$ cat config.mk
export PLATFORM = sky130hd
export DESIGN_NAME = row_record_decoder
export DESIGN_NICKNAME = d
export VERILOG_FILES = /design/src/rtl/rrd_pkg.sv /design/src/rtl/row_record_decoder.sv /design/src/rtl/rrd_ctrl.sv /design/src/rtl/rrd_datapath.sv
export SDC_FILE = /design/constraint.sdc
export NUM_CORES = 1
export LEC_CHECK = 0
export BUFFER_PORTS_ARGS = -buffer_cell sky130_fd_sc_hd__buf_2
export CAP_MARGIN = 20
export CORE_ASPECT_RATIO = 0.9
export CORE_MARGIN = 2
export CORE_UTILIZATION = 30
export DETAILED_ROUTE_END_ITERATION = 6
export GPL_TIMING_DRIVEN = 0
export PLACE_DENSITY = 0.51
export SYNTH_ARGS = -nofsm -noshare
export SYNTH_HDL_FRONTEND = slang
export SYNTH_SLANG_ARGS = --single-unit
$ cat constraint.sdc
create_clock -name clk -period 10.2 [get_ports clk]
set_input_delay 1.02 -clock clk [delete_from_list [all_inputs] [get_ports clk]]
set_output_delay 1.02 -clock clk [all_outputs]
set_load 0.02 [all_outputs]
$ cat src/rtl/rrd_pkg.sv
// ----------------------------------------------------------------------------
// rrd_pkg
// Shared types and constants of the row record decoder: result kinds,
// configuration register indexes and the controller/datapath interface.
// ----------------------------------------------------------------------------
package rrd_pkg;

    // Widest schema the decoder holds
    localparam int MAX_COLUMNS = 32;

    // Configuration register indexes
    localparam logic CFG_COLUMN_COUNT = 1'b0;
    localparam logic CFG_COLUMN_TYPES = 1'b1;

    // Column type codes, two bits per column in the types register
    localparam logic [1:0] TYPE_INT   = 2'd0;
    localparam logic [1:0] TYPE_FLOAT = 2'd1;
    localparam logic [1:0] TYPE_BOOL  = 2'd2;
    localparam logic [1:0] TYPE_TEXT  = 2'd3;

    // Kind of an output word
    typedef enum logic [2:0] {
        KIND_NULL       = 3'd0,
        KIND_INT        = 3'd1,
        KIND_FLOAT      = 3'd2,
        KIND_BOOL       = 3'd3,
        KIND_TEXT_HDR   = 3'd4,
        KIND_TEXT_BYTE  = 3'd5,
        KIND_ROW_OK     = 3'd6,
        KIND_ROW_TRUNC  = 3'd7
    } kind_t;

    // Commands from the controller to the datapath
    typedef struct packed {
        logic latch;      // capture the input word
        logic walk;       // one column-walk step (null emit or field start)
        logic consume;    // apply the held byte to the current field
        logic end_item;   // emit the end-of-record word and clear parse state
        logic flush;      // move the held result out as last of run
    } dp_cmd_t;

    // Status from the datapath to the controller
    typedef struct packed {
        logic pre_walk;      // bitmap already complete, walk before consuming
        logic walk_done;     // walk step lands on a field or on row done
        logic consume_walk;  // consuming the byte ends a column or the bitmap
        logic out_free;      // output register can take a word this cycle
        logic rec_last;      // held byte carries the record end mark
    } dp_status_t;

endpackage

$ cat src/rtl/row_record_decoder.sv
// ----------------------------------------------------------------------------
// row_record_decoder
// Byte-serial parser of stored table rows: null bitmap, then little-endian
// integer, float, bool and length-prefixed text fields, one word per column
// or text byte plus an end-of-record word.
// ----------------------------------------------------------------------------
// The decoder takes one row byte at a time and works on it alone before it
// takes the next. A byte that ends no column and carries no record end mark
// goes through accept, consume and finish. Where the byte closes the bitmap
// or a column, a column walk follows that reports each null column and then
// opens the next field or marks the row done; the same walk runs before
// consuming when the row schema shrank under a finished bitmap. A byte with
// the record end mark also gets an end-of-record word before its flush. Each
// output word passes through a one-word hold stage so that the last word of
// a byte can be marked; the sequencer waits whenever the output register is
// full and stalled. Column count above 32 is read as 32. Configuration is
// written through cfg_write_en, cfg_index and cfg_data while the decoder is
// idle. The decoder itself does not enforce this.
// ----------------------------------------------------------------------------
module row_record_decoder
(
    input  logic        clk,
    input  logic        rst_n,
    input  logic        cfg_write_en,
    input  logic        cfg_index,
    input  logic [63:0] cfg_data,
    input  logic        in_valid,
    output logic        in_stall,
    input  logic [7:0]  data_byte,
    input  logic        record_end,
    output logic        out_valid,
    input  logic        out_stall,
    output logic [2:0]  item_kind,
    output logic [4:0]  column_index,
    output logic [63:0] item_value,
    output logic        last_of_run
);

    rrd_pkg::dp_cmd_t    cmd;
    rrd_pkg::dp_status_t status;

    // Per-byte sequencer
    rrd_ctrl u_ctrl
    (
        .clk      (clk),
        .rst_n    (rst_n),
        .in_valid (in_valid),
        .in_stall (in_stall),
        .status   (status),
        .cmd      (cmd)
    );

    // Parse state and result path
    rrd_datapath u_datapath
    (
        .clk          (clk),
        .rst_n        (rst_n),
        .cfg_write_en (cfg_write_en),
        .cfg_index    (cfg_index),
        .cfg_data     (cfg_data),
        .data_byte    (data_byte),
        .record_end   (record_end),
        .out_stall    (out_stall),
        .cmd          (cmd),
        .status       (status),
        .out_valid    (out_valid),
        .item_kind    (item_kind),
        .column_index (column_index),
        .item_value   (item_value),
        .last_of_run  (last_of_run)
    );

endmodule

$ cat src/rtl/rrd_ctrl.sv
// ----------------------------------------------------------------------------
// rrd_ctrl
// Per-byte sequencer: accepts one byte, runs the column walk before and
// after consuming it, emits the end-of-record word and flushes the last
// result of the byte.
// ----------------------------------------------------------------------------
module rrd_ctrl
(
    input  logic                clk,
    input  logic                rst_n,
    input  logic                in_valid,
    output logic                in_stall,
    input  rrd_pkg::dp_status_t status,
    output rrd_pkg::dp_cmd_t    cmd
);

    typedef enum logic [2:0] {
        S_IDLE,
        S_PRE_WALK,
        S_CONSUME,
        S_POST_WALK,
        S_FINISH,
        S_FLUSH
    } state_t;

    state_t state_reg;
    state_t state_next;
    logic   in_stall_reg;

    // Decode commands and next state
    always_comb
    begin
        cmd        = '0;
        state_next = state_reg;
        unique case (state_reg)
            S_IDLE:
            begin
                if (in_valid)
                begin
                    cmd.latch  = 1'b1;
                    state_next = status.pre_walk ? S_PRE_WALK : S_CONSUME;
                end
            end
            S_PRE_WALK:
            begin
                if (status.out_free)
                begin
                    cmd.walk = 1'b1;
                    if (status.walk_done)
                    begin
                        state_next = S_CONSUME;
                    end
                end
            end
            S_CONSUME:
            begin
                if (status.out_free)
                begin
                    cmd.consume = 1'b1;
                    state_next  = status.consume_walk ? S_POST_WALK : S_FINISH;
                end
            end
            S_POST_WALK:
            begin
                if (status.out_free)
                begin
                    cmd.walk = 1'b1;
                    if (status.walk_done)
                    begin
                        state_next = S_FINISH;
                    end
                end
            end
            S_FINISH:
            begin
                if (status.out_free)
                begin
                    if (status.rec_last)
                    begin
                        cmd.end_item = 1'b1;
                        state_next   = S_FLUSH;
                    end
                    else
                    begin
                        cmd.flush  = 1'b1;
                        state_next = S_IDLE;
                    end
                end
            end
            S_FLUSH:
            begin
                if (status.out_free)
                begin
                    cmd.flush  = 1'b1;
                    state_next = S_IDLE;
                end
            end
            default:
            begin
                state_next = S_IDLE;
            end
        endcase
    end

    // Hold state and the input stall
    always_ff @(posedge clk or negedge rst_n)
    begin
        if (!rst_n)
        begin
            state_reg    <= S_IDLE;
            in_stall_reg <= 1'b0;
        end
        else
        begin
            state_reg    <= state_next;
            in_stall_reg <= (state_next != S_IDLE);
        end
    end

    assign in_stall = in_stall_reg;

endmodule

$ cat src/rtl/rrd_datapath.sv
// ----------------------------------------------------------------------------
// rrd_datapath
// Configuration registers, row parse state, field accumulator, a one-word
// hold stage that lets the last result of a byte be marked, and the output
// register.
// ----------------------------------------------------------------------------
module rrd_datapath
(
    input  logic                clk,
    input  logic                rst_n,
    input  logic                cfg_write_en,
    input  logic                cfg_index,
    input  logic [63:0]         cfg_data,
    input  logic [7:0]          data_byte,
    input  logic                record_end,
    input  logic                out_stall,
    input  rrd_pkg::dp_cmd_t    cmd,
    output rrd_pkg::dp_status_t status,
    output logic                out_valid,
    output logic [2:0]          item_kind,
    output logic [4:0]          column_index,
    output logic [63:0]         item_value,
    output logic                last_of_run
);

    typedef enum logic [2:0] {
        PH_BITMAP = 3'd0,
        PH_INT    = 3'd1,
        PH_FLOAT  = 3'd2,
        PH_BOOL   = 3'd3,
        PH_LEN    = 3'd4,
        PH_TEXT   = 3'd5,
        PH_DONE   = 3'd6
    } phase_t;

    localparam logic [5:0] MAX_COLS = 6'(rrd_pkg::MAX_COLUMNS);

    // Configuration
    logic [5:0]  column_count_reg;
    logic [63:0] column_types_reg;

    // Held input word
    logic [7:0]  byte_reg,  byte_next;
    logic        last_reg,  last_next;

    // Parse state
    phase_t      phase_reg,  phase_next;
    logic [31:0] bitmap_reg, bitmap_next;
    logic [2:0]  bm_cnt_reg, bm_cnt_next;
    logic [5:0]  col_reg,    col_next;
    logic [31:0] fcnt_reg,   fcnt_next;
    logic [63:0] acc_reg,    acc_next;
    logic [31:0] tlen_reg,   tlen_next;

    // Hold stage and output register
    logic                pend_valid_reg, pend_valid_next;
    rrd_pkg::kind_t      pend_kind_reg,  pend_kind_next;
    logic [4:0]          pend_col_reg,   pend_col_next;
    logic [63:0]         pend_value_reg, pend_value_next;
    logic                out_valid_reg,  out_valid_next;
    rrd_pkg::kind_t      out_kind_reg,   out_kind_next;
    logic [4:0]          out_col_reg,    out_col_next;
    logic [63:0]         out_value_reg,  out_value_next;
    logic                out_last_reg,   out_last_next;

    // Derived values
    logic [5:0]  eff_cols;
    logic [2:0]  bm_bytes;
    logic [3:0]  bm_cnt_inc;
    logic [4:0]  col_idx;
    logic        col_active;
    logic        col_null;
    logic [1:0]  col_type;
    phase_t      type_phase;
    logic [32:0] fcnt_inc;
    logic [63:0] acc_merge;
    logic        consume_walk;

    // New result of this cycle
    logic           em_valid;
    rrd_pkg::kind_t em_kind;
    logic [63:0]    em_value;

    // Schema size and current column
    always_comb
    begin
        eff_cols   = (column_count_reg > MAX_COLS) ? MAX_COLS : column_count_reg;
        bm_bytes   = 3'((eff_cols + 6'd7) >> 3);
        bm_cnt_inc = {1'b0, bm_cnt_reg} + 4'd1;
        col_idx    = col_reg[4:0];
        col_active = (col_reg < eff_cols);
        col_null   = bitmap_reg[col_idx];
        col_type   = column_types_reg[{col_idx, 1'b0} +: 2];
        fcnt_inc   = {1'b0, fcnt_reg} + 33'd1;
        acc_merge  = acc_reg | ({56'd0, byte_reg} << {fcnt_reg[2:0], 3'b000});
    end

    // Map a column type to its field phase
    always_comb
    begin
        unique case (col_type)
            rrd_pkg::TYPE_INT:   type_phase = PH_INT;
            rrd_pkg::TYPE_FLOAT: type_phase = PH_FLOAT;
            rrd_pkg::TYPE_BOOL:  type_phase = PH_BOOL;
            rrd_pkg::TYPE_TEXT:  type_phase = PH_LEN;
            default:             type_phase = PH_LEN;
        endcase
    end

    // Tell whether consuming the held byte closes the bitmap or a column
    always_comb
    begin
        unique case (phase_reg)
            PH_BITMAP:         consume_walk = (bm_cnt_inc >= {1'b0, bm_bytes});
            PH_INT, PH_FLOAT:  consume_walk = (fcnt_inc >= 33'd8);
            PH_BOOL:           consume_walk = 1'b1;
            PH_LEN:            consume_walk = (fcnt_inc >= 33'd4) &&
                                              (acc_merge[31:0] == 32'd0);
            PH_TEXT:           consume_walk = (fcnt_inc >= {1'b0, tlen_reg});
            default:           consume_walk = 1'b0;
        endcase
    end

    // Status to the controller
    always_comb
    begin
        status.pre_walk     = (phase_reg == PH_BITMAP) && (bm_cnt_reg >= bm_bytes);
        status.walk_done    = !col_active || !col_null;
        status.consume_walk = consume_walk;
        status.out_free     = !out_valid_reg || !out_stall;
        status.rec_last     = last_reg;
    end

    // Parse state update and result generation
    always_comb
    begin
        byte_next   = byte_reg;
        last_next   = last_reg;
        phase_next  = phase_reg;
        bitmap_next = bitmap_reg;
        bm_cnt_next = bm_cnt_reg;
        col_next    = col_reg;
        fcnt_next   = fcnt_reg;
        acc_next    = acc_reg;
        tlen_next   = tlen_reg;
        em_valid    = 1'b0;
        em_kind     = rrd_pkg::KIND_NULL;
        em_value    = 64'd0;

        // Capture the input word
        if (cmd.latch)
        begin
            byte_next = data_byte;
            last_next = record_end;
        end

        // Walk one column: emit a null or start the next field
        if (cmd.walk)
        begin
            if (!col_active)
            begin
                phase_next = PH_DONE;
            end
            else if (col_null)
            begin
                em_valid = 1'b1;
                em_kind  = rrd_pkg::KIND_NULL;
                col_next = col_reg + 6'd1;
            end
            else
            begin
                phase_next = type_phase;
                fcnt_next  = 32'd0;
                acc_next   = 64'd0;
            end
        end

        // Apply the held byte to the current field
        if (cmd.consume)
        begin
            unique case (phase_reg)
                PH_BITMAP:
                begin
                    bitmap_next = bitmap_reg |
                                  ({24'd0, byte_reg} << {bm_cnt_reg[1:0], 3'b000});
                    bm_cnt_next = bm_cnt_inc[2:0];
                end
                PH_INT, PH_FLOAT:
                begin
                    acc_next  = acc_merge;
                    fcnt_next = fcnt_inc[31:0];
                    if (consume_walk)
                    begin
                        em_valid = 1'b1;
                        em_kind  = (phase_reg == PH_INT) ? rrd_pkg::KIND_INT
                                                         : rrd_pkg::KIND_FLOAT;
                        em_value = acc_merge;
                        col_next = col_reg + 6'd1;
                    end
                end
                PH_BOOL:
                begin
                    em_valid = 1'b1;
                    em_kind  = rrd_pkg::KIND_BOOL;
                    em_value = {63'd0, (byte_reg != 8'd0)};
                    col_next = col_reg + 6'd1;
                end
                PH_LEN:
                begin
                    acc_next  = acc_merge;
                    fcnt_next = fcnt_inc[31:0];
                    if (fcnt_inc >= 33'd4)
                    begin
                        tlen_next = acc_merge[31:0];
                        em_valid  = 1'b1;
                        em_kind   = rrd_pkg::KIND_TEXT_HDR;
                        em_value  = {32'd0, acc_merge[31:0]};
                        if (consume_walk)
                        begin
                            col_next = col_reg + 6'd1;
                        end
                        else
                        begin
                            phase_next = PH_TEXT;
                            fcnt_next  = 32'd0;
                        end
                    end
                end
                PH_TEXT:
                begin
                    em_valid  = 1'b1;
                    em_kind   = rrd_pkg::KIND_TEXT_BYTE;
                    em_value  = {56'd0, byte_reg};
                    fcnt_next = fcnt_inc[31:0];
                    if (consume_walk)
                    begin
                        col_next = col_reg + 6'd1;
                    end
                end
                default:
                begin
                    // row complete: drop extra bytes
                end
            endcase
        end

        // Emit the end-of-record word and clear the parse state
        if (cmd.end_item)
        begin
            em_valid    = 1'b1;
            em_kind     = (phase_reg == PH_DONE) ? rrd_pkg::KIND_ROW_OK
                                                 : rrd_pkg::KIND_ROW_TRUNC;
            em_value    = 64'd0;
            phase_next  = PH_BITMAP;
            bitmap_next = 32'd0;
            bm_cnt_next = 3'd0;
            col_next    = 6'd0;
            fcnt_next   = 32'd0;
            acc_next    = 64'd0;
            tlen_next   = 32'd0;
        end
    end

    // Hold stage and output register movement
    always_comb
    begin
        pend_valid_next = pend_valid_reg;
        pend_kind_next  = pend_kind_reg;
        pend_col_next   = pend_col_reg;
        pend_value_next = pend_value_reg;
        out_valid_next  = out_valid_reg && out_stall;
        out_kind_next   = out_kind_reg;
        out_col_next    = out_col_reg;
        out_value_next  = out_value_reg;
        out_last_next   = out_last_reg;

        // Push the held word out and hold the new one
        if (em_valid)
        begin
            if (pend_valid_reg)
            begin
                out_valid_next = 1'b1;
                out_kind_next  = pend_kind_reg;
                out_col_next   = pend_col_reg;
                out_value_next = pend_value_reg;
                out_last_next  = 1'b0;
            end
            pend_valid_next = 1'b1;
            pend_kind_next  = em_kind;
            pend_col_next   = ((em_kind == rrd_pkg::KIND_ROW_OK) ||
                               (phase_reg == PH_BITMAP && cmd.end_item)) ? 5'd0 : col_idx;
            pend_value_next = em_value;
        end
        else if (cmd.flush && pend_valid_reg)
        begin
            out_valid_next  = 1'b1;
            out_kind_next   = pend_kind_reg;
            out_col_next    = pend_col_reg;
            out_value_next  = pend_value_reg;
            out_last_next   = 1'b1;
            pend_valid_next = 1'b0;
        end
    end

    // Configuration registers
    always_ff @(posedge clk or negedge rst_n)
    begin
        if (!rst_n)
        begin
            column_count_reg <= 6'd0;
            column_types_reg <= 64'd0;
        end
        else if (cfg_write_en)
        begin
            unique case (cfg_index)
                rrd_pkg::CFG_COLUMN_COUNT: column_count_reg <= cfg_data[5:0];
                rrd_pkg::CFG_COLUMN_TYPES: column_types_reg <= cfg_data;
                default:                   column_types_reg <= column_types_reg;
            endcase
        end
    end

    // Parse state and valid flags
    always_ff @(posedge clk or negedge rst_n)
    begin
        if (!rst_n)
        begin
            phase_reg      <= PH_BITMAP;
            bitmap_reg     <= 32'd0;
            bm_cnt_reg     <= 3'd0;
            col_reg        <= 6'd0;
            fcnt_reg       <= 32'd0;
            acc_reg        <= 64'd0;
            tlen_reg       <= 32'd0;
            pend_valid_reg <= 1'b0;
            out_valid_reg  <= 1'b0;
        end
        else
        begin
            phase_reg      <= phase_next;
            bitmap_reg     <= bitmap_next;
            bm_cnt_reg     <= bm_cnt_next;
            col_reg        <= col_next;
            fcnt_reg       <= fcnt_next;
            acc_reg        <= acc_next;
            tlen_reg       <= tlen_next;
            pend_valid_reg <= pend_valid_next;
            out_valid_reg  <= out_valid_next;
        end
    end

    // Payload registers
    always_ff @(posedge clk)
    begin
        byte_reg       <= byte_next;
        last_reg       <= last_next;
        pend_kind_reg  <= pend_kind_next;
        pend_col_reg   <= pend_col_next;
        pend_value_reg <= pend_value_next;
        out_kind_reg   <= out_kind_next;
        out_col_reg    <= out_col_next;
        out_value_reg  <= out_value_next;
        out_last_reg   <= out_last_next;
    end

    assign out_valid    = out_valid_reg;
    assign item_kind    = out_kind_reg;
    assign column_index = out_col_reg;
    assign item_value   = out_value_reg;
    assign last_of_run  = out_last_reg;

endmodule

### Word level (Yosys, flattened, before mapping)

Cells that the tools add are included.

| storage, ports and cells | value |
|---|---|
| output and inout bits | 75 |
| flip-flop bits (word level) | 402 |

| operators by class | value |
|---|---|
| magnitude comparators | 8 |
| shift operators | 3 |
| reductions and logical operators | 34 |
| add/sub/neg operators | 4 |
| bitwise gates (word level) | 4 |
| equality and inequality tests | 16 |
| muxes and demuxes | 102 |

Operator list:

| cell | count |
|---|---|
| 64-bit two-way mux | 10 |
| 32-bit two-way mux | 15 |
| 64-bit case mux with 4 select lines | 1 |
| 3-bit two-way mux | 28 |
| 64-bit bitwise OR | 1 |
| 32-bit case mux with 2 select lines | 1 |
| 64-bit by 7-bit variable part select with 2-bit output | 1 |
| 8-bit by 6-bit left shift with 64-bit output | 1 |
| 6-bit two-way mux | 8 |
| 32-bit by 1-bit adder with 33-bit output (second input constant) | 1 |
| 33-bit by 3-bit greater-or-equal comparator with 1-bit output (second input constant) | 1 |
| 33-bit by 32-bit greater-or-equal comparator with 1-bit output | 1 |
| 33-bit by 4-bit greater-or-equal comparator with 1-bit output (second input constant) | 1 |
| 32-bit logical NOT | 1 |
| 32-bit bitwise OR | 1 |
| 8-bit by 5-bit left shift with 32-bit output | 1 |
| 1-bit two-way mux | 25 |
| 3-bit case mux with 4 select lines | 2 |
| 3-bit equality test (second input constant) | 6 |
| 3-bit case mux with 6 select lines | 1 |
| 6-bit case mux with 3 select lines | 1 |
| 5-bit two-way mux | 3 |
| 3-bit by 2-bit equality test with 1-bit output (second input constant) | 4 |
| 2-bit nonzero test | 5 |
| other kinds (29) | 51 |

### Longest topological paths before layout

Gate-level depths: netlist (run 1).

| logic depth | value |
|---|---|
| depth in word-level cells | 11 |
| gate-level depth with buffers | 21 |

### By module

From an unflattened synthesis (run 1), not the netlist that was laid out.

| second synthesis, totals | value |
|---|---|
| cells, all modules | 1713 |
| area, all modules | 18923.1 sq um |

By module, submodules not included:

| module | area an instance (sq um) | seq. area each (sq um) | instances | cells an instance |
|---|---|---|---|---|
| rrd_datapath | 18590.3 | 10730.3 | 1 | 1674 |
| rrd_ctrl | 332.8 | 100.1 | 1 | 39 |

### Worst setup path before layout (run 1)

No wires, ideal clock.

| timing path | value |
|---|---|
| kind | register to register |
| start | reg u_datapath.fcnt_reg[8] |
| end | reg u_datapath.out_col_reg[0] (netlist: u_datapath.column_index[0]), enable pin |
| slack | 0.796 ns |
| data required time | 9.595 ns |
| arrival time | 8.799 ns |
| stages on the path, launching flop included | 17 |
| cell sequence | dfrtp_1 -> buf_2 -> nand4_2 -> buf_6 -> or4_1 -> o21a_1 -> or2_2 -> ha_1 -> nand2_1 -> or4_1 -> nor4_1 -> a32oi_1 -> a221o_1 -> nand3_1 -> nor3_2 -> nor3b_1 -> o21ai_0 |

| on the way | value |
|---|---|
| longest elaborated chain between the ends | 10 |
| elaborated cells on any way between the ends | 14 |
| classes of those cells | add/sub (1); order compare (3); eq/ne (1); mux (6); reduce/logical (3) |

RTL lines:

| item | RTL line | source |
|---|---|---|
| start, declared | rrd_datapath.sv:51 | `logic [31:0] fcnt_reg, fcnt_next;` |
| start signal, assigned | rrd_datapath.sv:344 | `fcnt_reg <= fcnt_next;` |
| 32-bit by 1-bit adder with 33-bit output (*) | rrd_datapath.sv:94 | `fcnt_inc = {1'b0, fcnt_reg} + 33'd1;` |
| 33-bit by 3-bit greater-or-equal comparator with 1-bit output | rrd_datapath.sv:117, rrd_datapath.sv:212 |  |
| 1-bit logical AND | rrd_datapath.sv:117 | `PH_LEN: consume_walk = (fcnt_inc >= 33'd4) &&` |
| 1-bit case mux with 5 select lines | rrd_datapath.sv:113 | `unique case (phase_reg)` |
| 1-bit two-way mux | rrd_datapath.sv:192 | `if (consume_walk)` |
| 1-bit case mux with 3 select lines (*) | rrd_datapath.sv:181 | `unique case (phase_reg)` |
| 1-bit two-way mux (*) | rrd_datapath.sv:179 | `if (cmd.consume)` |
| 1-bit two-way mux (*) | rrd_datapath.sv:248 | `if (cmd.end_item)` |
| 2-bit by 1-bit != test with 1-bit output (no source line) / 2-bit nonzero test (equally long branches) | -- |  |
| 2-bit AND reduction (no source line) (*) | -- |  |
| end signal, assigned | rrd_datapath.sv:361 | `out_col_reg <= out_col_next;` |
| end, declared | rrd_datapath.sv:62 | `logic [4:0] out_col_reg, out_col_next;` |

Mark *: on every way between the ends. The rest lies on a longest branch, timed or not.
A chain may end at the register's enable or synchronous reset.

### Final worst setup path (run 1)

| timing path | value |
|---|---|
| start | reg u_datapath.fcnt_reg[0] |
| end | reg u_datapath.out_value_reg[10] (netlist: u_datapath.item_value[10]), enable pin |

| on the way | value |
|---|---|
| longest elaborated chain between the ends | 11 |
| elaborated cells on any way between the ends | 17 |
| classes of those cells | add/sub (1); order compare (3); eq/ne (1); shift (1); mux (6); bitwise (1); reduce/logical (4) |

RTL lines:

| item | RTL line | source |
|---|---|---|
| branches (longest 6 deep; another with 32-bit by 1-bit adder with 33-bit output) | -- |  |
| 1-bit case mux with 3 select lines (*) | rrd_datapath.sv:181 |  |
| 1-bit two-way mux (*) | rrd_datapath.sv:179 |  |
| 1-bit two-way mux (*) | rrd_datapath.sv:248 |  |
| 2-bit by 1-bit != test with 1-bit output (no source line) / 2-bit nonzero test (equally long branches) | -- |  |
| 2-bit AND reduction (no source line) (*) | -- |  |
| end signal, assigned | rrd_datapath.sv:362 | `out_value_reg <= out_value_next;` |
| end, declared | rrd_datapath.sv:63 | `logic [63:0] out_value_reg, out_value_next;` |

Every way passes the cells marked *.

==> run metrics, run 1 <==
status complete, no violations; met3 routed WL 3300 um; highest routed layer met5; vias per cell 5.20; cell breakdown of the critical path ha_1 > buf_2 > nand3_1 > buf_2 > nor4_2 > nand2_1 > nor2_1 > xor2_1 > ha_1 > a211oi_1 > nor2_1 > o21ai_0 > a21o_1 > a31oi_1 > a211oi_1 > nand3_1 > nor3_2 > nor3b_1 > o21ai_4 > buf_12 > buf_12; post-route cell area 22200 sq um; sequential area share after synthesis 57.8%; Synth area leaders dfrtp_1 33%, edfxtp_1 25%, mux2_2 4.3%, nor2_1 4.1%, a21oi_1 3.1%; Max Slew Vio Count 0; final setup fails 0; Antenna diodes 0; Fin Setup TNS 0 ps; Core Area 61400 sq um; GRT Total Usage 17.1%; DRT antenna net count 0; Syn Inst Count 1613; Setup crit end kind register; metal2 WL 24400 um; Final Hold Viols 0; Synth Area in XOR/XNOR 1.92%; Crit Reg-Reg Startpoint u_datapath.fcnt_reg[0]; Max Freq 150 MHz; Worst Path Arrival 7010 ps; initial antenna violation count 2; Least-Margin Pin Slew 1070 ps; DRT met1 WL 26300 um; Syn. warnings 0; Worst Skew 20.0 ps; DR DRC count 0; global route total overflow 0; largest net degree at the start of global routing 88; Leak Pwr 8.97 nW; DR pass1 iterations 5; post-CTS setup buffer count 0; CP top delay family simple AND/OR/NAND/NOR gates; largest family of logic cells by synthesized area compound AO/OA/AOI/OAI gates; final period utilization 65.4%; post-synth cell types 73; Placed Area 20700 sq um; PD cells 256 nW/um^2; crit-path max cell delay 750 ps; CTS buffer count 46; #FFs+latches synth 402; Post-Synth Adder-Cell Area 3.07%; first-pass GRT wire length 84300 um; number of top-level pins 154; Post-Synth Simple-Gate Area 11.7%; Min-Delay Path Class primary input to asynchronous set/reset pin; Critical path origin u_datapath.fcnt_reg[0]; Post-synth EDFFs 154; RSZ-0062 raised after global routing no; port bufs 153; Detailed Route Iter0 Violations 1261; Post-synth ARST share 61.7%; synth-to-layout area growth 18.7%; die extent in x 267 um; Clock Tree Buf Depth 3; Non-Filler Instances 2692; clk_lat worst skew 600 ps; required time of the critical path 10540 ps; # clock sinks 402; Buf+Inv Stages, Crit Path 4; VDD IR max 0.112 mV; post_cts resized 0; DP HPWL 39500 um; post-synth top area share 33.1%; Die H 241 um; TritonCTS clock tree done; DRT Wirelength 55200 um; dpl cells 2607; Yosys top cell by area dfrtp_1; Post-Syn Area per Cell 11.6 sq um; Clk pin slew, worst setup/hold paths 60 ps; Layout fillers 6149; CTS root buffer clkbuf_16; Nets 1946; row count 86; layout cells sized above 1 19.9%; Die ar. 64400 sq um; htree depth 2; Synthesized Nets 1738; crit path time final 6670 ps; Setup CP Type register to register; total number of vias 14000; vias in the first global route 13900; global placement routability congestion 0.896; Slowest-stage cell, CP a211oi_1; Hold Buf Count CTS 0; Compound-Gate Fraction of Synth Area 14.2%; Max Cap Viol 0; Starting Density 30.5%; WL/cell 20.5 um; Worst slew margin 28.7%; crit path max fanout 33; ys flop type dfrtp_1; cell area after synthesis 18700 sq um; crit path launch type register; mux cell area share after synthesis 7.50%
[cell families (layout without fill, tap and decap cells)]
| group | count (synthesis) | in the layout |
|---|---|---|
| AND/OR/NAND/NOR | 455 | 455 |
| flip-flops | 402 | 402 |
| AO/OA/AOI/OAI | 391 | 391 |
| buffers and inverters | 169 | 412 |
| multiplexers | 109 | 109 |
| adder cells (fa/ha/maj) | 46 | 46 |
| XOR/XNOR | 41 | 41 |
[power by group]
part	leakage (nW)	switching [mW]	internal, mW
Clock	0.740	0.694	0.986
Sequential	4.69	0.216	2.08
Combinational	3.55	1.13	0.572
Total	8.97	2.04	3.64
[final cells by class]
cell class	instances	area [sq um]	share of cell area (%)
sequential	402	10800	48.7
multi-input combinational	1042	7210	32.4
clock buffer	64	1320	5.95
tap	836	1050	4.70
timing repair buffer	160	908	4.09
buffer	121	523	2.35
clock inverter	19	209	0.940
inverter	48	180	0.810
[placed cells by master, fill, tap and decap left out, types with 17 or more instances in the layout]
master     count
mux2i_1       20
a211oi_1      35
a31oi_1       17
a21oi_1      116
o21ai_0       40
edfxtp_1     154
mux4_2        18
xnor2_1       25
clkbuf_16     49
nor3_1        23
clkbuf_1      98
dfrtp_1      248
nand3_1       28
buf_2        175
a22o_1        46
ha_1          46
a22oi_1       52
mux2_2        71
nand2_1       75
inv_1         48
nor2_1       205
[per-layer routing]
metal,vias to the layer above,global-route usage (%)
met5,-,0
met3,81,2.99
met2,470,26.0
met1,7075,25.0
li1,6380,-
met4,4,4.92
[through the flow]
step | total power, mW | utilization (%) | setup slack, ps | hold slack (ps)
finish | 5.68 | 36.2 | 3530 | 413
global route | 5.99 | 36.2 | 3150 | 424
CTS | 5.72 | 36.2 | 3610 | 410
detailed placement | 4.01 | 33.7 | 3620 | 405
global placement | 3.99 | 33.4 | -3450 | 406
floorplan | 3.37 | - | 796 | 400
[cells in the mapped netlist (all sizes together), types with 12 or more instances]
cell type,n
inv,48
nand2,75
nor2,206
nand4,21
mux2i,20
nand2b,12
xor2,16
nor3,26
nand3,28
clkbuf,87
a22o,46
a211oi,36
dfrtp,248
xnor2,25
mux4,18
a22oi,52
a31oi,17
buf,34
and3,16
o21ai,43
ha,46
mux2,71
nor4,18
edfxtp,154
a21oi,116
[worst paths after layout]
path / endpoint / slack (ps) / cells after the start
max in group asynchronous: u_datapath.column_types_reg[19] / 8490 / 3
min in group clk: u_datapath.item_value[49] / 410 / 0
worst min-delay path: u_ctrl.in_stall / 410 / 1
worst max-delay path: u_datapath.item_value[10] / 3530 / 21
worst min register to register: u_datapath.item_value[49] / 410 / 0
worst max register to register: u_datapath.item_value[10] / 3530 / 21
[worst reg2reg max path, stage by stage, from the launching register on]
cell	delay (ps)
dfrtp_1	560
ha_1	200
buf_2	190
nand3_1	110
buf_2	200
nor4_2	730
nand2_1	200
nor2_1	220
xor2_1	270
ha_1	300
a211oi_1	210
nor2_1	70
o21ai_0	150
a21o_1	150
a31oi_1	70
a211oi_1	750
nand3_1	200
nor3_2	430
nor3b_1	550
o21ai_4	350
buf_12	290
buf_12	200
Note: power is estimated with default switching activity, not from simulation.
==> inputs of run 2 (changes only) <==
--- a/config.mk
+++ b/config.mk
@@ -12,7 +12,7 @@
 export CORE_UTILIZATION = 30
 export DETAILED_ROUTE_END_ITERATION = 6
 export GPL_TIMING_DRIVEN = 0
-export PLACE_DENSITY = 0.51
+export PLACE_DENSITY = 0.52
 export SYNTH_ARGS = -nofsm -noshare
 export SYNTH_HDL_FRONTEND = slang
 export SYNTH_SLANG_ARGS = --single-unit
==> constraint.sdc (replaced) <==
create_clock -name clk -period 5.9 [get_ports clk]
set_input_delay 0.59 -clock clk [delete_from_list [all_inputs] [get_ports clk]]
set_output_delay 0.59 -clock clk [all_outputs]
set_load 0.02 [all_outputs]
==> run metrics, run 2 (same netlist as run 1, synthesis figures left out) <==
initial antenna violation count 5; Nets 1948; port bufs 153; Worst slew margin 31.7%; Setup CP Type register to register; synth-to-layout area growth 19.4%; crit path to u_datapath.item_value[18]; cell breakdown of the critical path ha_1 > buf_2 > nand3_1 > buf_2 > nor4_4 > nand2_1 > nor2_1 > xor2_1 > ha_1 > a211oi_1 > nor2_1 > o21ai_0 > a21o_1 > a31oi_1 > a211oi_2 > buf_4 > nand3_1 > nor3_2 > nor3b_2 > o21ai_4 > buf_12 > buf_12; Worst Skew 15.5 ps; Seq pwr share 39.8%; WL/cell 20.3 um; Max Slew Vio Count 0; Layout fillers 6064; CTS root buffer clkbuf_16; Die ar. 64400 sq um; VDD IR max 0.200 mV; area of the multi-input gates 7240 sq um; PD cells 445 nW/um^2; DR pass1 iterations 6; Slowest-stage cell, CP dfrtp_1; Setup crit end kind register; Max Cap Viol 0; post-route cell area 22400 sq um; vias per cell 5.17; Power, Total 9.96 mW; die extent in x 267 um; crit path time final 5500 ps; vias in the first global route 13800; # clock sinks 402; largest net degree at the start of global routing 103; register area 10800 sq um; Switch Pwr 3.56 mW; row count 86; Worst Path Arrival 5830 ps; PnR worst setup slack 398 ps; RSZ-0062 raised after global routing no; Critical path origin u_datapath.fcnt_reg[0]; CP Depth 22; DRT Wirelength 54800 um; most common library cell in the layout ignoring fill and taps dfrtp_1; TritonCTS clock tree done; CTS buffer count 46; global placement routability congestion 0.893; clk_lat worst skew 590 ps; final setup fails 0; Least-Margin Pin Slew 1020 ps; global route total overflow 0; DP HPWL 39100 um; Comb pwr share 29.7%; Clk pin slew, worst setup/hold paths 60 ps; R2R setup slack 400 ps; crit path max fanout 33; DR DRC count 0; GRT Total Usage 17.0%; reg2reg path depth 22; Clock Tree Buf Depth 3; Starting Density 30.5%; Final Hold Viols 0; CP top delay family simple AND/OR/NAND/NOR gates; worst r2r dst u_datapath.item_value[18]; number of top-level pins 154; Min-Delay Path Class primary input to register; layout cells sized above 1 20.6%; Die H 241 um; Leak Pwr 9.04 nW; Sw Ratio 35.8%; status complete, no violations; clock share of power 30.5%; Max Freq 182 MHz; first-pass GRT wire length 84000 um; final period utilization 93.3%; crit path launch type register; Buf+Inv Stages, Crit Path 5; htree depth 2; post-place setup slack -652 ps; crit-path max cell delay 540 ps; Crit Reg-Reg Startpoint u_datapath.fcnt_reg[0]; DRT antenna net count 0; Detailed Route Iter0 Violations 1257; Placed Area 20700 sq um; Core Area 61400 sq um; Power Internal 6.40 mW; required time of the critical path 6230 ps; most frequent cells in the layout 248 x dfrtp_1, 204 x nor2_1, 174 x buf_2; total number of vias 14000
## run 2: changes by cell type in the layout (fill, tap and decap cells not counted), moves of 2 or more
cell       previous run  this run
clkinv_4              1         3
clkbuf_1             98        92
inv_6                 1         4
clkbuf_8              4         2
diode_2               0         3
bufinv_16             3         7
clkbuf_16            49        47
buf_4                 3         5
## run 2: power by group through the flow
stage | registers (mW) | clock network, mW | logic, mW
detailed placement | 4.00 | 0 | 2.93
global placement | 4.01 | 0 | 2.83
floorplan | 4.01 | 0 | 1.78
finish | 3.96 | 3.03 | 2.96
global route | 4.03 | 3.22 | 3.24
CTS | 3.96 | 3.11 | 2.95
## run 2: what timing repair did
item / CTS / global route
setup buffers: 1 / 1
setup endpoints to repair: 139 / 139
pin swaps: 1 / 1
resized for setup: 3 / 4
hold endpoints to repair: 44 / 0
hold buffers: 1 / 0
## run 2: per-stage QoR
stage                     utilization (%)  cells  setup TNS (ps)  hold WS, ps
after detailed placement             33.7   2607          -41260          405
after floorplan                         -   1613               0          294
final                                36.4   2700               0          187
after global routing                 36.4   2698               0          164
after CTS                            36.3   2695               0          156
after global placement               33.5   2602         -277490          405
## run 2: how the worst min path moves through the flow
| stage | cells past startpoint | slack, ps | end | start |
|---|---|---|---|---|
| finish | 1 | 190 | u_datapath.byte_reg[6] | data_byte[6] |
| global placement | 0 | 400 | u_datapath.item_value[6] | u_datapath.pend_value_reg[6] |
| global route | 1 | 160 | u_datapath.byte_reg[1] | data_byte[1] |
| detailed placement | 0 | 400 | u_datapath.item_value[11] | u_datapath.pend_value_reg[11] |
| floorplan | 0 | 290 | u_ctrl.in_stall | rst_n |
| CTS | 1 | 160 | u_datapath.byte_reg[6] | data_byte[6] |
## run 2: per-layer routing
layer	vias to the layer above	global-route usage [%]	routed length, um
met2	533	25.3	23700
met3	93	3.97	4260
met1	6928	24.4	25500
met5	-	0	34
li1	6392	-	-
met4	6	5.24	1340
## run 2: area by class of cell
type | count | area share, %
flip-flops and latches | 402 | 48.4
multi-input cells | 1042 | 32.4
clock buffers | 55 | 5.48
well taps | 836 | 4.68
repair buffers | 162 | 4.15
plain buffers | 121 | 2.34
clock inverters | 31 | 1.70
inverters | 48 | 0.806
diodes | 3 | 0.0336
==> inputs of run 3 (changes only) <==
--- a/config.mk
+++ b/config.mk
@@ -12,7 +12,7 @@
 export CORE_UTILIZATION = 30
 export DETAILED_ROUTE_END_ITERATION = 6
 export GPL_TIMING_DRIVEN = 0
-export PLACE_DENSITY = 0.52
+export PLACE_DENSITY = 0.51
 export SYNTH_ARGS = -nofsm -noshare
 export SYNTH_HDL_FRONTEND = slang
 export SYNTH_SLANG_ARGS = --single-unit
==> constraint.sdc (replaced) <==
create_clock -name clk -period 6.2 [get_ports clk]
set_input_delay 0.62 -clock clk [delete_from_list [all_inputs] [get_ports clk]]
set_output_delay 0.62 -clock clk [all_outputs]
set_load 0.02 [all_outputs]
==> run metrics, run 3 (same netlist as run 1, synthesis figures left out) <==
status complete, no violations; clk_lat worst skew 590 ps; final setup fails 0; largest net degree at the start of global routing 120; DP HPWL 39100 um; Worst slew margin 30.7%; clock share of power 29.6%; final period utilization 94.8%; port bufs 153; global placement routability congestion 0.899; DRT Wirelength 54900 um; number of top-level pins 154; CTS buffer count 45; Detailed Route Iter0 Violations 1289; Min-Delay Startpoint data_byte[7]; Hold WS 239 ps; htree depth 2; DR DRC count 0; Final Hold Viols 0; Die ar. 64400 sq um; die extent in x 267 um; # clock sinks 402; Setup CP Type register to register; Non-Filler Instances 2701; Clk pin slew, worst setup/hold paths 60 ps; Max Cap Viol 0; global route total overflow 0; crit path launch type register; dpl cells 2607; Critical path origin u_datapath.fcnt_reg[0]; Starting Density 30.5%; Sw Ratio 35.7%; vias in the first global route 13700; Seq pwr share 40.3%; row count 86; Max Slew Vio Count 0; Nets 1951; synth-to-layout area growth 19.1%; CTS root buffer clkbuf_16; RSZ-0062 raised after global routing no; Min-Delay Path Class primary input to register; crit path max fanout 32; Worst Skew 34.6 ps; Crit Reg-Reg Startpoint u_datapath.fcnt_reg[0]; Leak Pwr 9.03 nW; total number of vias 14000; post-route cell area 22300 sq um; most frequent cells in the layout 248 x dfrtp_1, 205 x nor2_1, 174 x buf_2; DR pass1 iterations 5; GRT Total Usage 17.1%; Max Freq 170 MHz; VDD IR max 0.194 mV; required time of the critical path 6530 ps; Setup crit end kind register; initial antenna violation count 3; layout cells sized above 1 20.2%; crit path time final 5880 ps; Fin Setup TNS 0 ps; most common library cell in the layout ignoring fill and taps dfrtp_1; Switch Pwr 3.34 mW; first-pass GRT wire length 84100 um; Die H 241 um; PD cells 420 nW/um^2; Comb pwr share 30.1%; DRT antenna net count 0; Clock Tree Buf Depth 3; Placed Area 20700 sq um; TritonCTS clock tree done; Least-Margin Pin Slew 1040 ps; Power Internal 6.02 mW; vias per cell 5.17; Core Area 61400 sq um; Worst Path Arrival 6210 ps; WL/cell 20.3 um; Power, Total 9.37 mW
## run 3: cell types whose count changed in the layout (fill, tap and decap cells not counted), sizes merged
cell	previous run	this run
diode	3	2
clkinvlp	4	2
clkinv	14	11
buf	194	197
bufinv	7	4
clkbuf	143	155
inv	54	49
## run 3: layer usage
metal	track usage [%]	up-vias	routed length, um
met5	0.0751	-	13
met4	5.06	2	1320
li1	-	6393	-
met1	24.5	6959	25600
met3	3.94	85	4080
met2	25.6	520	23900
## run 3: area by class of cell
| type | count | area [sq um] |
|---|---|---|
| Inverter | 48 | 180 |
| Buffer | 121 | 523 |
| Clock inverter | 18 | 220 |
| Tap cell | 836 | 1050 |
| Antenna cell | 2 | 5.00 |
| Clock buffer | 66 | 1320 |
| Multi-Input combinational cell | 1042 | 7230 |
| Fill cell | 6138 | 39100 |
| Sequential cell | 402 | 10800 |
| Timing Repair Buffer | 166 | 958 |
## run 3: worst paths after layout
| kind | end | slack [ps] | cells past startpoint |
|---|---|---|---|
| setup / recovery | u_datapath.item_value[28] | 320 | 20 |
| hold / removal | u_datapath.byte_reg[7] | 240 | 1 |
| setup reg to reg | u_datapath.item_value[28] | 320 | 20 |
| hold reg to reg | u_datapath.item_value[53] | 410 | 0 |
| max in group asynchronous | u_datapath.bm_cnt_reg[2] | 4870 | 3 |
| min in group asynchronous | u_datapath.fcnt_reg[30] | 460 | 2 |
## run 3: power groups by stage
stage | Clock (mW) | Combinational (mW) | Sequential (mW)
after global placement | 0 | 2.70 | 3.84
final | 2.77 | 2.82 | 3.78
after global routing | 2.96 | 3.09 | 3.84
after detailed placement | 0 | 2.79 | 3.81
after CTS | 2.84 | 2.80 | 3.77
after floorplan | 0 | 1.69 | 3.83
## run 3: metrics by stage
step           setup WS (ps)  utilization [%]
3_3_place_gp           -1950             33.4
2_1_floorplan            162                -
4_1_cts                 43.9             36.2
6_report                 323             36.3
3_5_place_dp            -254             33.7
5_1_grt                 5.82             36.3
## run 3: repair_timing
action                                  4_1_cts  5_1_grt
endpoints found under the hold margin        15        0
gates resized for setup                       1        1
pin swaps                                     0        1
endpoints found under the setup margin       59       59
cloned                                        0        0
hold buffers                                  1        0
setup buffers                                 0        5
## run 3: critical path, stage by stage (launching register included)
cell and delay, ps:
dfrtp_1 570, ha_1 200, buf_2 190, nand3_1 110, or4_1 510, clkbuf_1 210
nor2_1 360, nand2_1 180, nor3_1 220, xor2_1 260, ha_1 280, o21ai_0 170
a21o_1 120, a31oi_1 90, a211oi_2 410, nand3_1 160, nor3_2 430, nor3b_1 500
o21ai_4 190, buf_12 220, buf_12 190
